$ cat src/rtl/pixel_to_hex_cell_locator_macros.svh
// Assertion macros shared by the locator RTL.
`ifndef PIXEL_TO_HEX_CELL_LOCATOR_MACROS_SVH
`define PIXEL_TO_HEX_CELL_LOCATOR_MACROS_SVH

// Concurrent assertion of any property, sampled on clk, off while arst_n is low.
`define P2H_ASSERT(lbl, prop, msg) \
	lbl: assert property (@(posedge clk) disable iff (!arst_n) prop) else $error(msg);

// Next-cycle implication.
`define P2H_ASSERT_NEXT(lbl, pre, post, msg) \
	lbl: assert property (@(posedge clk) disable iff (!arst_n) pre |=> post) else $error(msg);

`endif

$ cat src/rtl/p2h_pkg.sv
// Shared types and fixed constants of the hex cell locator.
`default_nettype none

package p2h_pkg;

	localparam int PT_W   = 12;   // pixel coordinate width
	localparam int IDX_W  = 10;   // reported column / row width
	localparam int RCP_SH = 24;   // fraction bits of the reciprocal multipliers

	typedef logic [PT_W-1:0]  pt_t;
	typedef logic [IDX_W-1:0] idx_t;

endpackage

`default_nettype wire

$ cat src/rtl/p2h_cdiv.sv
// Two-stage divider of a pixel coordinate by a fixed divisor (reciprocal multiply).
`default_nettype none

module p2h_cdiv import p2h_pkg::*; #(
	parameter int DIVISOR = 3,
	parameter int Q_W     = 11
) (
	input  logic           clk,
	input  pt_t            num,
	output logic [Q_W-1:0] quo
);

	localparam int PW = PT_W + RCP_SH;
	localparam logic [RCP_SH-1:0] RECIP = RCP_SH'((64'd1 << RCP_SH) / DIVISOR);

	logic [PW-1:0]  prod;
	pt_t            num_s2;
	logic [Q_W-1:0] est_s2;
	pt_t            rem;
	logic [Q_W-1:0] q_s3;

	// floor reciprocal: estimate is exact or one low
	assign prod = PW'(num) * PW'(RECIP);

	always_ff @(posedge clk) begin
		num_s2 <= num;
		est_s2 <= Q_W'(prod >> RCP_SH);
	end

	assign rem = num_s2 - PT_W'(PT_W'(est_s2) * PT_W'(DIVISOR));

	always_ff @(posedge clk) begin
		q_s3 <= (rem >= PT_W'(DIVISOR)) ? est_s2 + 1'b1 : est_s2;
	end

	assign quo = q_s3;

endmodule

`default_nettype wire

$ cat src/rtl/p2h_guess.sv
// Guessed column and doubled row from the grid pitches.
`default_nettype none

module p2h_guess import p2h_pkg::*; #(
	parameter int SIDE_LEN    = 20,
	parameter int SLANT_WIDTH = 10,
	parameter int COL_PITCH   = 32,
	parameter int ROW_PITCH   = 36,
	parameter int Y_OFS       = 19,
	parameter int CW          = 8,
	parameter int QY          = 7
) (
	input  logic          clk,
	input  pt_t           px,
	input  pt_t           py,
	output logic [CW-1:0] gc,
	output logic [QY:0]   gr
);

	pt_t            nx;
	pt_t            ny;
	logic [QY-1:0]  qe;
	logic [QY-1:0]  qo;

	// left margin maps to column 0; low odd rows clamp to row 1
	assign nx = (px < PT_W'(SIDE_LEN + SLANT_WIDTH)) ? '0 : px - PT_W'(SLANT_WIDTH);
	assign ny = (py < PT_W'(Y_OFS)) ? '0 : py - PT_W'(Y_OFS);

	p2h_cdiv #(.DIVISOR(COL_PITCH), .Q_W(CW)) u_div_x (
		.clk (clk),
		.num (nx),
		.quo (gc)
	);

	p2h_cdiv #(.DIVISOR(ROW_PITCH), .Q_W(QY)) u_div_ye (
		.clk (clk),
		.num (py),
		.quo (qe)
	);

	p2h_cdiv #(.DIVISOR(ROW_PITCH), .Q_W(QY)) u_div_yo (
		.clk (clk),
		.num (ny),
		.quo (qo)
	);

	assign gr = gc[0] ? {qo, 1'b1} : {qe, 1'b0};

endmodule

`default_nettype wire

$ cat src/rtl/p2h_cand.sv
// Containment test of one candidate hexagon, two register stages.
`default_nettype none

module p2h_cand import p2h_pkg::*; #(
	parameter int SIDE_LEN    = 20,
	parameter int SLANT_WIDTH = 10,
	parameter int CELL_HEIGHT = 34,
	parameter int GAP_X       = 2,
	parameter int CELL_WIDTH  = 40,
	parameter int PAIR_PITCH  = 64,
	parameter int ROW_STEP    = 18,
	parameter int CW          = 8,
	parameter int RW          = 9
) (
	input  logic          clk,
	input  pt_t           px,
	input  pt_t           py,
	input  logic [CW-1:0] c,
	input  logic [RW-1:0] r,
	input  logic          r_neg,
	output logic          hit
);

	localparam int XMAX = GAP_X + CELL_WIDTH + SLANT_WIDTH + PAIR_PITCH * ((1 << CW) / 2)
		+ SIDE_LEN + SLANT_WIDTH + (1 << PT_W);
	localparam int YMAX = ((1 << RW) - 1) * ROW_STEP + CELL_HEIGHT + (1 << PT_W);
	localparam int XW   = $clog2(XMAX + 1);
	localparam int YW   = $clog2(YMAX + 1);
	localparam int LW   = $clog2(SLANT_WIDTH + 1);
	localparam int DW   = $clog2(CELL_HEIGHT + 1);

	logic [LW-1:0]   lim_rom [CELL_HEIGHT+1];

	logic            ok;
	logic [CW-1:0]   cm;
	logic [XW-1:0]   x0;
	logic [YW-1:0]   y0;

	logic            ok_s4;
	logic [XW-1:0]   x0_s4;
	logic [YW-1:0]   y0_s4;
	pt_t             px_s4;
	pt_t             py_s4;

	logic [YW-1:0]   pyw;
	logic [YW-1:0]   ytop;
	logic [YW-1:0]   dyw;
	logic            vert;
	logic [DW-1:0]   dy_idx;

	logic            vert_s5;
	logic [LW-1:0]   lim_s5;
	logic [XW-1:0]   x0_s5;
	pt_t             px_s5;

	logic [XW-1:0]   pxw;
	logic [XW-1:0]   limw;

	// side slope: SLANT_WIDTH * min(dy, H - dy) / (H / 2)
	for (genvar g = 0; g <= CELL_HEIGHT; g++) begin : g_lim
		localparam int MD = (g < CELL_HEIGHT - g) ? g : CELL_HEIGHT - g;
		localparam int LV = SLANT_WIDTH * MD / (CELL_HEIGHT / 2);
		assign lim_rom[g] = LW'(LV);
	end

	// negative row, or odd column on row 0, is not a cell
	assign ok = !r_neg && !(c[0] && (r == '0));
	assign cm = c >> 1;
	assign x0 = (c[0] ? XW'(GAP_X + CELL_WIDTH) : XW'(SLANT_WIDTH))
		+ XW'(XW'(cm) * XW'(PAIR_PITCH));
	assign y0 = YW'(YW'(r) * YW'(ROW_STEP));

	always_ff @(posedge clk) begin
		ok_s4 <= ok;
		x0_s4 <= x0;
		y0_s4 <= y0;
		px_s4 <= px;
		py_s4 <= py;
	end

	assign pyw    = YW'(py_s4);
	assign ytop   = y0_s4 + YW'(CELL_HEIGHT);
	assign vert   = ok_s4 && (pyw >= y0_s4) && (pyw <= ytop);
	assign dyw    = pyw - y0_s4;
	assign dy_idx = vert ? DW'(dyw) : '0;

	always_ff @(posedge clk) begin
		vert_s5 <= vert;
		lim_s5  <= lim_rom[dy_idx];
		x0_s5   <= x0_s4;
		px_s5   <= px_s4;
	end

	assign pxw  = XW'(px_s5);
	assign limw = XW'(lim_s5);
	assign hit  = vert_s5 && (pxw + limw >= x0_s5)
		&& (pxw <= x0_s5 + XW'(SIDE_LEN) + limw);

endmodule

`default_nettype wire

$ cat src/rtl/pixel_to_hex_cell_locator.sv
// An accepted request passes the input register, the reciprocal-multiply divider (two stages),
// the per-candidate vertex and side-slope tests (two stages) and the result register before
// its done strobe. Throughput: one request per cycle, busy is always low;
// receiver cannot stall.
// Reset clears the valid pipeline and done; payload registers are not reset.
`default_nettype none
`include "pixel_to_hex_cell_locator_macros.svh"

module pixel_to_hex_cell_locator import p2h_pkg::*; #(
	parameter int SIDE_LEN    = 20,
	parameter int SLANT_WIDTH = 10,
	parameter int CELL_HEIGHT = 34,
	parameter int GAP_X       = 2,
	parameter int GAP_Y       = 2,
	parameter int CELL_WIDTH  = 40
) (
	input  logic clk,
	input  logic arst_n,
	input  logic start,
	output logic busy,
	input  pt_t  point_x,
	input  pt_t  point_y,
	output logic done,
	output logic found,
	output idx_t hex_column,
	output idx_t hex_row
);

	localparam int COL_PITCH  = 3 * SLANT_WIDTH + GAP_X;
	localparam int ROW_PITCH  = CELL_HEIGHT + GAP_Y;
	localparam int PAIR_PITCH = 2 * GAP_X + SIDE_LEN + CELL_WIDTH;
	localparam int ROW_STEP   = GAP_Y - 1 + CELL_HEIGHT / 2;
	localparam int Y_OFS      = CELL_HEIGHT / 2 + GAP_Y;
	localparam int GC_MAX     = ((1 << PT_W) - 1 - SLANT_WIDTH) / COL_PITCH;
	localparam int CW         = $clog2(GC_MAX + 2);
	localparam int QY         = $clog2(((1 << PT_W) - 1) / ROW_PITCH + 1);
	localparam int RW         = QY + 2;

	logic            accept;
	logic            v_s1, v_s2, v_s3, v_s4, v_s5;
	pt_t             px_s1, py_s1, px_s2, py_s2, px_s3, py_s3;

	logic [CW-1:0]   gc_s3;
	logic [QY:0]     gr_s3;
	logic [CW-1:0]   c1_s3;
	logic [RW-1:0]   r0_s3, r1_s3, r2_s3;
	logic            r2_neg_s3;

	logic [CW-1:0]   gc_s4, gc_s5;
	logic [RW-1:0]   gr_s4, gr_s5;
	logic [CW-1:0]   c1_s5;
	logic [RW-1:0]   r1_s5, r2_s5;
	logic [2:0]      hit;

	idx_t            col0_idx, col1_idx;
	logic            done_q, found_q;
	idx_t            col_q, row_q;

	assign busy   = 1'b0;
	assign accept = start && !busy;

	always_ff @(posedge clk or negedge arst_n) begin
		if (!arst_n) begin
			v_s1   <= 1'b0;
			v_s2   <= 1'b0;
			v_s3   <= 1'b0;
			v_s4   <= 1'b0;
			v_s5   <= 1'b0;
			done_q <= 1'b0;
		end else begin
			v_s1   <= accept;
			v_s2   <= v_s1;
			v_s3   <= v_s2;
			v_s4   <= v_s3;
			v_s5   <= v_s4;
			done_q <= v_s5;
		end
	end

	always_ff @(posedge clk) begin
		if (accept) begin
			px_s1 <= point_x;
			py_s1 <= point_y;
		end
		px_s2 <= px_s1;
		py_s2 <= py_s1;
		px_s3 <= px_s2;
		py_s3 <= py_s2;
		gc_s4 <= gc_s3;
		gr_s4 <= r0_s3;
		gc_s5 <= gc_s4;
		gr_s5 <= gr_s4;
	end

	p2h_guess #(
		.SIDE_LEN    (SIDE_LEN),
		.SLANT_WIDTH (SLANT_WIDTH),
		.COL_PITCH   (COL_PITCH),
		.ROW_PITCH   (ROW_PITCH),
		.Y_OFS       (Y_OFS),
		.CW          (CW),
		.QY          (QY)
	) u_guess (
		.clk (clk),
		.px  (px_s1),
		.py  (py_s1),
		.gc  (gc_s3),
		.gr  (gr_s3)
	);

	// candidates in test order: guess, upper right, lower right
	assign c1_s3     = gc_s3 + 1'b1;
	assign r0_s3     = RW'(gr_s3);
	assign r1_s3     = r0_s3 + 1'b1;
	assign r2_s3     = r0_s3 - 1'b1;
	assign r2_neg_s3 = (gr_s3 == '0);

	p2h_cand #(
		.SIDE_LEN (SIDE_LEN), .SLANT_WIDTH (SLANT_WIDTH), .CELL_HEIGHT (CELL_HEIGHT),
		.GAP_X (GAP_X), .CELL_WIDTH (CELL_WIDTH), .PAIR_PITCH (PAIR_PITCH),
		.ROW_STEP (ROW_STEP), .CW (CW), .RW (RW)
	) u_cand0 (
		.clk (clk), .px (px_s3), .py (py_s3),
		.c (gc_s3), .r (r0_s3), .r_neg (1'b0), .hit (hit[0])
	);

	p2h_cand #(
		.SIDE_LEN (SIDE_LEN), .SLANT_WIDTH (SLANT_WIDTH), .CELL_HEIGHT (CELL_HEIGHT),
		.GAP_X (GAP_X), .CELL_WIDTH (CELL_WIDTH), .PAIR_PITCH (PAIR_PITCH),
		.ROW_STEP (ROW_STEP), .CW (CW), .RW (RW)
	) u_cand1 (
		.clk (clk), .px (px_s3), .py (py_s3),
		.c (c1_s3), .r (r1_s3), .r_neg (1'b0), .hit (hit[1])
	);

	p2h_cand #(
		.SIDE_LEN (SIDE_LEN), .SLANT_WIDTH (SLANT_WIDTH), .CELL_HEIGHT (CELL_HEIGHT),
		.GAP_X (GAP_X), .CELL_WIDTH (CELL_WIDTH), .PAIR_PITCH (PAIR_PITCH),
		.ROW_STEP (ROW_STEP), .CW (CW), .RW (RW)
	) u_cand2 (
		.clk (clk), .px (px_s3), .py (py_s3),
		.c (c1_s3), .r (r2_s3), .r_neg (r2_neg_s3), .hit (hit[2])
	);

	assign c1_s5    = gc_s5 + 1'b1;
	assign r1_s5    = gr_s5 + 1'b1;
	assign r2_s5    = gr_s5 - 1'b1;
	assign col0_idx = IDX_W'(gc_s5);
	assign col1_idx = IDX_W'(c1_s5);

	// first hit wins; indices are zero-extended to the reported width
	always_ff @(posedge clk) begin
		found_q <= |hit;
		if (hit[0]) begin
			col_q <= col0_idx;
			row_q <= IDX_W'(gr_s5);
		end else if (hit[1]) begin
			col_q <= col1_idx;
			row_q <= IDX_W'(r1_s5);
		end else if (hit[2]) begin
			col_q <= col1_idx;
			row_q <= IDX_W'(r2_s5);
		end else begin
			col_q <= '0;
			row_q <= '0;
		end
	end

	assign done       = done_q;
	assign found      = found_q;
	assign hex_column = col_q;
	assign hex_row    = row_q;

	// the assertion samples done before each edge, so it sees done high from the edge after the one that sets it
	`P2H_ASSERT(a_latency, accept |-> ##6 done, "request did not complete at fixed latency")
	`P2H_ASSERT(a_miss_zero, done && !found |-> hex_column == '0 && hex_row == '0, "miss with nonzero index")
	`P2H_ASSERT_NEXT(a_hit_col, v_s5 && (|hit), found && (hex_column == $past(col0_idx) || hex_column == $past(col1_idx)), "hit column not from guess")

endmodule

`default_nettype wire

$ cat config.mk
export PLATFORM = sky130hd
export DESIGN_NAME = pixel_to_hex_cell_locator
export DESIGN_NICKNAME = d
export VERILOG_FILES = /design/src/rtl/p2h_pkg.sv /design/src/rtl/p2h_cdiv.sv /design/src/rtl/p2h_guess.sv /design/src/rtl/p2h_cand.sv /design/src/rtl/pixel_to_hex_cell_locator.sv
export VERILOG_INCLUDE_DIRS = /design/src /design/src/rtl
export SDC_FILE = /design/constraint.sdc
export NUM_CORES = 1
export LEC_CHECK = 0
export ABC_AREA = 0
export BUFFER_PORTS_ARGS = -buffer_cell sky130_fd_sc_hd__buf_2
export CAP_MARGIN = 40
export CORE_ASPECT_RATIO = 1.1
export CORE_MARGIN = 1.5
export CORE_UTILIZATION = 50
export CTS_CLUSTER_DIAMETER = 80
export DETAILED_ROUTE_END_ITERATION = 7
export PLACE_DENSITY_LB_ADDON = 0.3
export SLEW_MARGIN = 20
export SYNTH_ARGS = -nofsm -noshare
export SYNTH_HDL_FRONTEND = slang
export SYNTH_SLANG_ARGS = --single-unit
$ cat constraint.sdc
create_clock -name clk -period 19.55 [get_ports clk]
set_clock_uncertainty 0.1 [all_clocks]
set_input_delay 0.9775 -clock clk [delete_from_list [all_inputs] [get_ports clk]]
set_output_delay 0.9775 -clock clk [all_outputs]
set_load 0.005 [all_outputs]
# Word level (Yosys, flattened, before mapping)
# Memories as Yosys holds them, arrays and structs flattened. A register that Yosys moved wholly into a read port is not among the register bits.
# Index checks and enable logic that the tools add are counted.
# word_totals
out_inout_bits	23
regBits	327
wordCells	149
rom_bits	768
inputBits	27
memories	3
# classes
order_cmp	17
n_addsub	30
bitwise_logic	3
muxes	16
n_reduce_logical	26
multipliers	7
# memory_table
memory	words	width	read_ports	rd_clocked_by_memory_dff	wr	line_no	source
(no name shown)	64	4	1	1	0	p2h_cand.sv:89	lim_s5 <= lim_rom[dy_idx];
(no name shown)	64	4	1	1	0	p2h_cand.sv:89	
(no name shown)	64	4	1	1	0	p2h_cand.sv:89	
# op_table
operator	count
$le A12 B14 Y1	6
$mul A12 B19 Y31 const B	2
$add A14 B4 Y14	3
$ge A14 B14 Y1	3
$mux W8	5
$add A12 B4 Y13	3
$ge A12 B6 Y1 const B	3
$sub A12 B12 Y12	3
$mux W6	5
$add A14 B5 Y14 const B	2
$add A14 B6 Y14 const B	2
$ge A12 B14 Y1	2
$logic_not A9 Y1	3
$mul A9 B4 Y13 const B	2
$lt A12 B5 Y1 const B	2
$mux W7	3
$not A6 Y7	3
$mul A7 B4 Y10 const B	2
$add A8 B1 Y9 const B	2
$mux W9	2
$sub A6 B6 Y6	3
$sub A8 B1 Y9 const B	2
$add A8 B1 Y8 const B	2
$logic_and A1 B1 Y1	16
other kinds (14)	18

# Longest topological paths before layout
# logic_depth
ltp_word	7
ltp_mapped	29
ltp_nobuf	29

# Cells and area by module
# A second synthesis with hierarchy kept.
# hier_totals
hier_cells	2377
hier_area_um2	24091.9
# by_module_without_submodules
module	cells_per_inst	seq_area_each_um2	n_inst	area_each_um2
p2h_cdiv at u_guess.u_div_ye	423	480.5	1	4015.1
p2h_cdiv at u_guess.u_div_yo	435	480.5	1	3990.1
pixel_to_hex_cell_locator	281	2832.7	1	3826.2
p2h_cand at u_cand0	383	1421.4	1	3799.9
p2h_cand at u_cand1	376	1421.4	1	3773.6
p2h_cand at u_cand2	369	1421.4	1	3727.3
p2h_guess	94	0.0	1	668.1
p2h_cdiv at u_guess.u_div_x	16	280.3	1	291.5

# Worst setup path after synthesis
# Ideal clock, no wire load.
# synth_path
kind	register -> register
start	reg py_s1[2]
end	reg u_guess.u_div_yo.est_s2[6]
setup_ps	121
t_required_ps	19329
stages_incl_launch_ff	28
path_buffers	0
t_arrival_ps	6322
synth_period_minus_slack_ps	6543
setup_slack_ps	13007
cell_sequence	edfxtp_1 -> inv_1 -> ha_1 -> a21o_1 -> a2111oi_4 -> o21ai_1 -> a21boi_1 -> xnor2_1 -> nor2_1 -> ha_1 -> inv_1 -> ha_1 -> or2_2 -> fa_1 -> inv_1 -> fa_1 -> fa_1 -> fa_1 -> inv_1 -> ha_1 -> nand3_1 -> nor2_1 -> nand3_1 -> a2111oi_0 -> nor3_1 -> o21ai_1 -> a21oi_1 -> xnor2_1
# synth_between
elab_chain_cells	3
word_cells_on_any_way	4
cone_classes	1 x add/sub; 1 x mul; 1 x order compare; 1 x mux
# synth_lines
element	line_no	source
start, declared	pixel_to_hex_cell_locator.sv:41	pt_t px_s1, py_s1, px_s2, py_s2, px_s3, py_s3;
start signal, assigned	pixel_to_hex_cell_locator.sv:83	py_s1 <= point_y;
$sub A12 B5 Y12 / $lt A12 B5 Y1 (equally long branches)	p2h_guess.sv:27	assign ny = (py < PT_W'(Y_OFS)) ? '0 : py - PT_W'(Y_OFS);
$mux W12 *	p2h_guess.sv:27	
$mul A12 B19 Y31 *	p2h_cdiv.sv:23	assign prod = PW'(num) * PW'(RECIP);
via u_guess.u_div_yo.prod[30]	p2h_cdiv.sv:16	logic [PW-1:0] prod;
end signal, assigned	p2h_cdiv.sv:27	est_s2 <= Q_W'(prod >> RCP_SH);
end, declared	p2h_cdiv.sv:18	logic [Q_W-1:0] est_s2;
# Mark *: on every way through the listed nets, which the timed path passes. The rest lies on a longest branch.
# A chain may end at the register's enable or synchronous reset.

# Final worst setup path
# Ends and elaborated chain as after synthesis.

==> metrics.md <==
| Metric | Value |
|---|---|
| DRC viols | `0` |
| Post-CTS Resized | `0` |
| Synth Instances | `2152` |
| Detailed-route vias per instance | `5.475` |
| Final instance area | `around 23000 um^2` |
| Crit-path slowest cell | `edfxtp_1` |
| Layout cells sized above 1 | `5.830%` |
| Outcome | `complete, no violations` |
| Initial DRT Pass Iterations | `6` |
| Max-slew violations | `0` |
| Synthesized flop and latch total | `278` |
| Skew-Pair Late Insertion Delay | `580 ps` |
| Crit start category | `flop` |
| Crit path largest cell delay | `between 600 and 700 ps` |
| Final antenna-violating net count | `0` |
| Area grow syn2layout | `8.938%` |
| Die ar. | `about 43000 um^2` |
| FP Rows | `77` |
| Global route overflow | `0` |
| CP Max Fanout | `11` |
| Hold Fails Final Rpt | `0` |
| Crit. End Element | `flop` |
| Max cap viols | `0` |
| Initial Util | `51.06%` |
| Clk slew on worst S/H paths | `roughly 60 ps` |
| Number of port buffers | `45` |
| WP data arrival | `7780 ps` |
| Setup crit start | `py_s1[2]$_DFFE_PP_` |
| Core area | `40460 um^2` |
| Largest net degree at the start of global routing | `30` |
| Ys async rst share | `2.158%` |
| Worst slew margin | `42.46%` |
| Post-layout util | `a little under three fifths` |
| Worst reg2reg path startpoint | `py_s1[2]$_DFFE_PP_` |
| Post-layout min period | `7364 ps` |
| Post-synth EDFFs | `24` |
| Post-DR wirelength/cell | `~16 um` |
| Setup TNS | `0 ps` |
| Slew @ Worst Pin | `approximately 860 ps` |
| Yosys warning total | `0` |
| Fin crit share | `37.67%` |
| Max reg flops | `13` |
| Vias in the first global route | `15353` |
| Top reg by flops | `u_cand1.y0_s4` |
| Gpl congestion | `around 0.92` |
| Die height | `216.2 um` |
| Nets | `2721` |
| Initial antenna violation count | `1` |
| Min-Delay Path Class | `input port to asynchronous set/reset pin` |
| Crit path required time | `19960 ps` |
| FMAX | `0.1358 GHz` |
| Mapped Area | `20660 um^2` |
| Post-CTS Setup Inserts | `0` |
| RSZ-0062 raised after global routing | `no` |
| Die X | `196.8 um` |
| Post-synthesis sequential area ratio | `about 28%` |
| CTS tree | `done` |
| Clock Path Buffers | `3` |
| Area after DPL | `21420 um^2` |
| First-pass GRT wire length | `73640 um` |
| Vias | `15024` |
| Initial DRC Count | `618` |
| Htree depth | `1` |
| Io pins | `50` |
| Tot GR Track Use | `21.04%` |
| Root Buffer | `clkbuf_16` |
| Synth unique cells | `77` |
| Aggregate routed wire length | `~44000 um` |
| Final setup vio count | `0` |
| Mapped Avg Cell Area | `9.601 um^2` |
| Critical path class | `flop to flop` |
| Post-synth top flop | `dfxtp_1` |
| Hold Buf Count CTS | `0` |
| CTS sink cnt | `about 280` |
| CTS buffer count | `31` |
| Detailed Place HPWL | `around 36000 um` |
==> kinds of logic after synthesis <==
kind of cell | synth area share, %
DFF | 28.24
buffers and inverters | 5.777
xor gates and xnor gates | 7.455
other | 0.03635
and+or+nand+nor | 12.09
adders and majority gates | 33.21
AOI/OAI and AO/OA | 12.54
muxes | 0.6480
==> placed cells by master (no fill, tap or decap), types with 13 or more instances in the layout <==
| master | count |
|---|---|
| or3_1 | 16 |
| dfxtp_1 | 248 |
| inv_1 | 279 |
| nand2_1 | 100 |
| or2_2 | 14 |
| nor3_1 | 40 |
| fa_1 | 99 |
| nand2b_1 | 21 |
| buf_2 | 45 |
| a211oi_1 | 14 |
| xnor2_1 | 123 |
| a21o_1 | 51 |
| a21oi_1 | 108 |
| nor2_1 | 109 |
| edfxtp_1 | 24 |
| o21a_1 | 25 |
| nor2b_1 | 30 |
| o21ai_0 | 74 |
| ha_1 | 390 |
| and3_1 | 20 |
| nand3_1 | 66 |
| clkbuf_16 | 32 |
| nand4_1 | 29 |
| o21bai_1 | 14 |
| o211ai_1 | 13 |
| xor2_1 | 51 |
==> cell type report <==
cell class / count / area [um^2]
antenna: 1 / 2.502
clock buffer: 37 / 829.5
clock inverter: 21 / 255.2
fill: 3541 / 17960
inverter: 279 / 1047
multi-input combinational: 1568 / 13660
sequential: 278 / 5836
tap: 513 / 641.9
timing repair buffer: 47 / 240.2
==> routing by layer <==
layer	routed length, um	track usage [%]
met1	19240	25.91
met2	22060	38.16
met3	1324	2.148
met4	1466	7.023
met5	0	0
==> Yosys cell counts (all sizes together), types with 21 or more instances <==
| master | instances | area (um^2) |
|---|---|---|
| and3 | 21 | 132.6 |
| nand3 | 66 | 330.3 |
| o21a | 25 | 187.7 |
| nand4 | 29 | 181.4 |
| nand2b | 21 | 131.4 |
| a21o | 51 | 382.9 |
| nor3 | 40 | 200.2 |
| edfxtp | 24 | 720.7 |
| xnor2 | 124 | 1094 |
| inv | 279 | 1047 |
| dfxtp | 248 | 4965 |
| ha | 390 | 4880 |
| a21oi | 110 | 558.0 |
| fa | 99 | 1982 |
| xor2 | 51 | 446.7 |
| nor2 | 109 | 409.1 |
| nor2b | 30 | 187.7 |
| o21ai | 76 | 380.4 |
| nand2 | 100 | 375.4 |
==> path summary, 6_finish.rpt <==
| kind | end | slack (ps) | cells past startpoint |
|---|---|---|---|
| worst max-delay path | u_guess.u_div_yo.est_s2[6]$_DFF_P_ | 12190 | 27 |
| worst min-delay path | v_s5$_DFF_PN0_ | 110 | 1 |
| worst max register to register | u_guess.u_div_yo.est_s2[6]$_DFF_P_ | 12190 | 27 |
| worst min register to register | u_cand2.px_s5[1]$_DFF_P_ | 220 | 0 |
| max in group asynchronous | v_s4$_DFF_PN0_ | 19090 | 1 |
| min in group clk | u_cand2.px_s5[1]$_DFF_P_ | 220 | 0 |
==> worst max-delay path, delay by kind of cell, from the launching register on <==
family	cells	cell delay [ps]
adders and majority gates	8	2870
AOI/OAI and AO/OA	10	2320
and+or+nand+nor	3	750
DFF	1	610
xor gates and xnor gates	2	340
buffers and inverters	4	270
==> through the flow <==
step                cells  setup slack, ps  hold WS (ps)
floorplan            2157            13010         209.6
global placement     2685            12500         210.5
detailed placement   2685            12290         212.1
CTS                  2743            12210         89.71
global route         2744            11740         110.1
finish               2744            12190         112.3
Power is not shown: default switching activity piles up to over one toggle a cycle in this logic, so the estimate is an artifact.
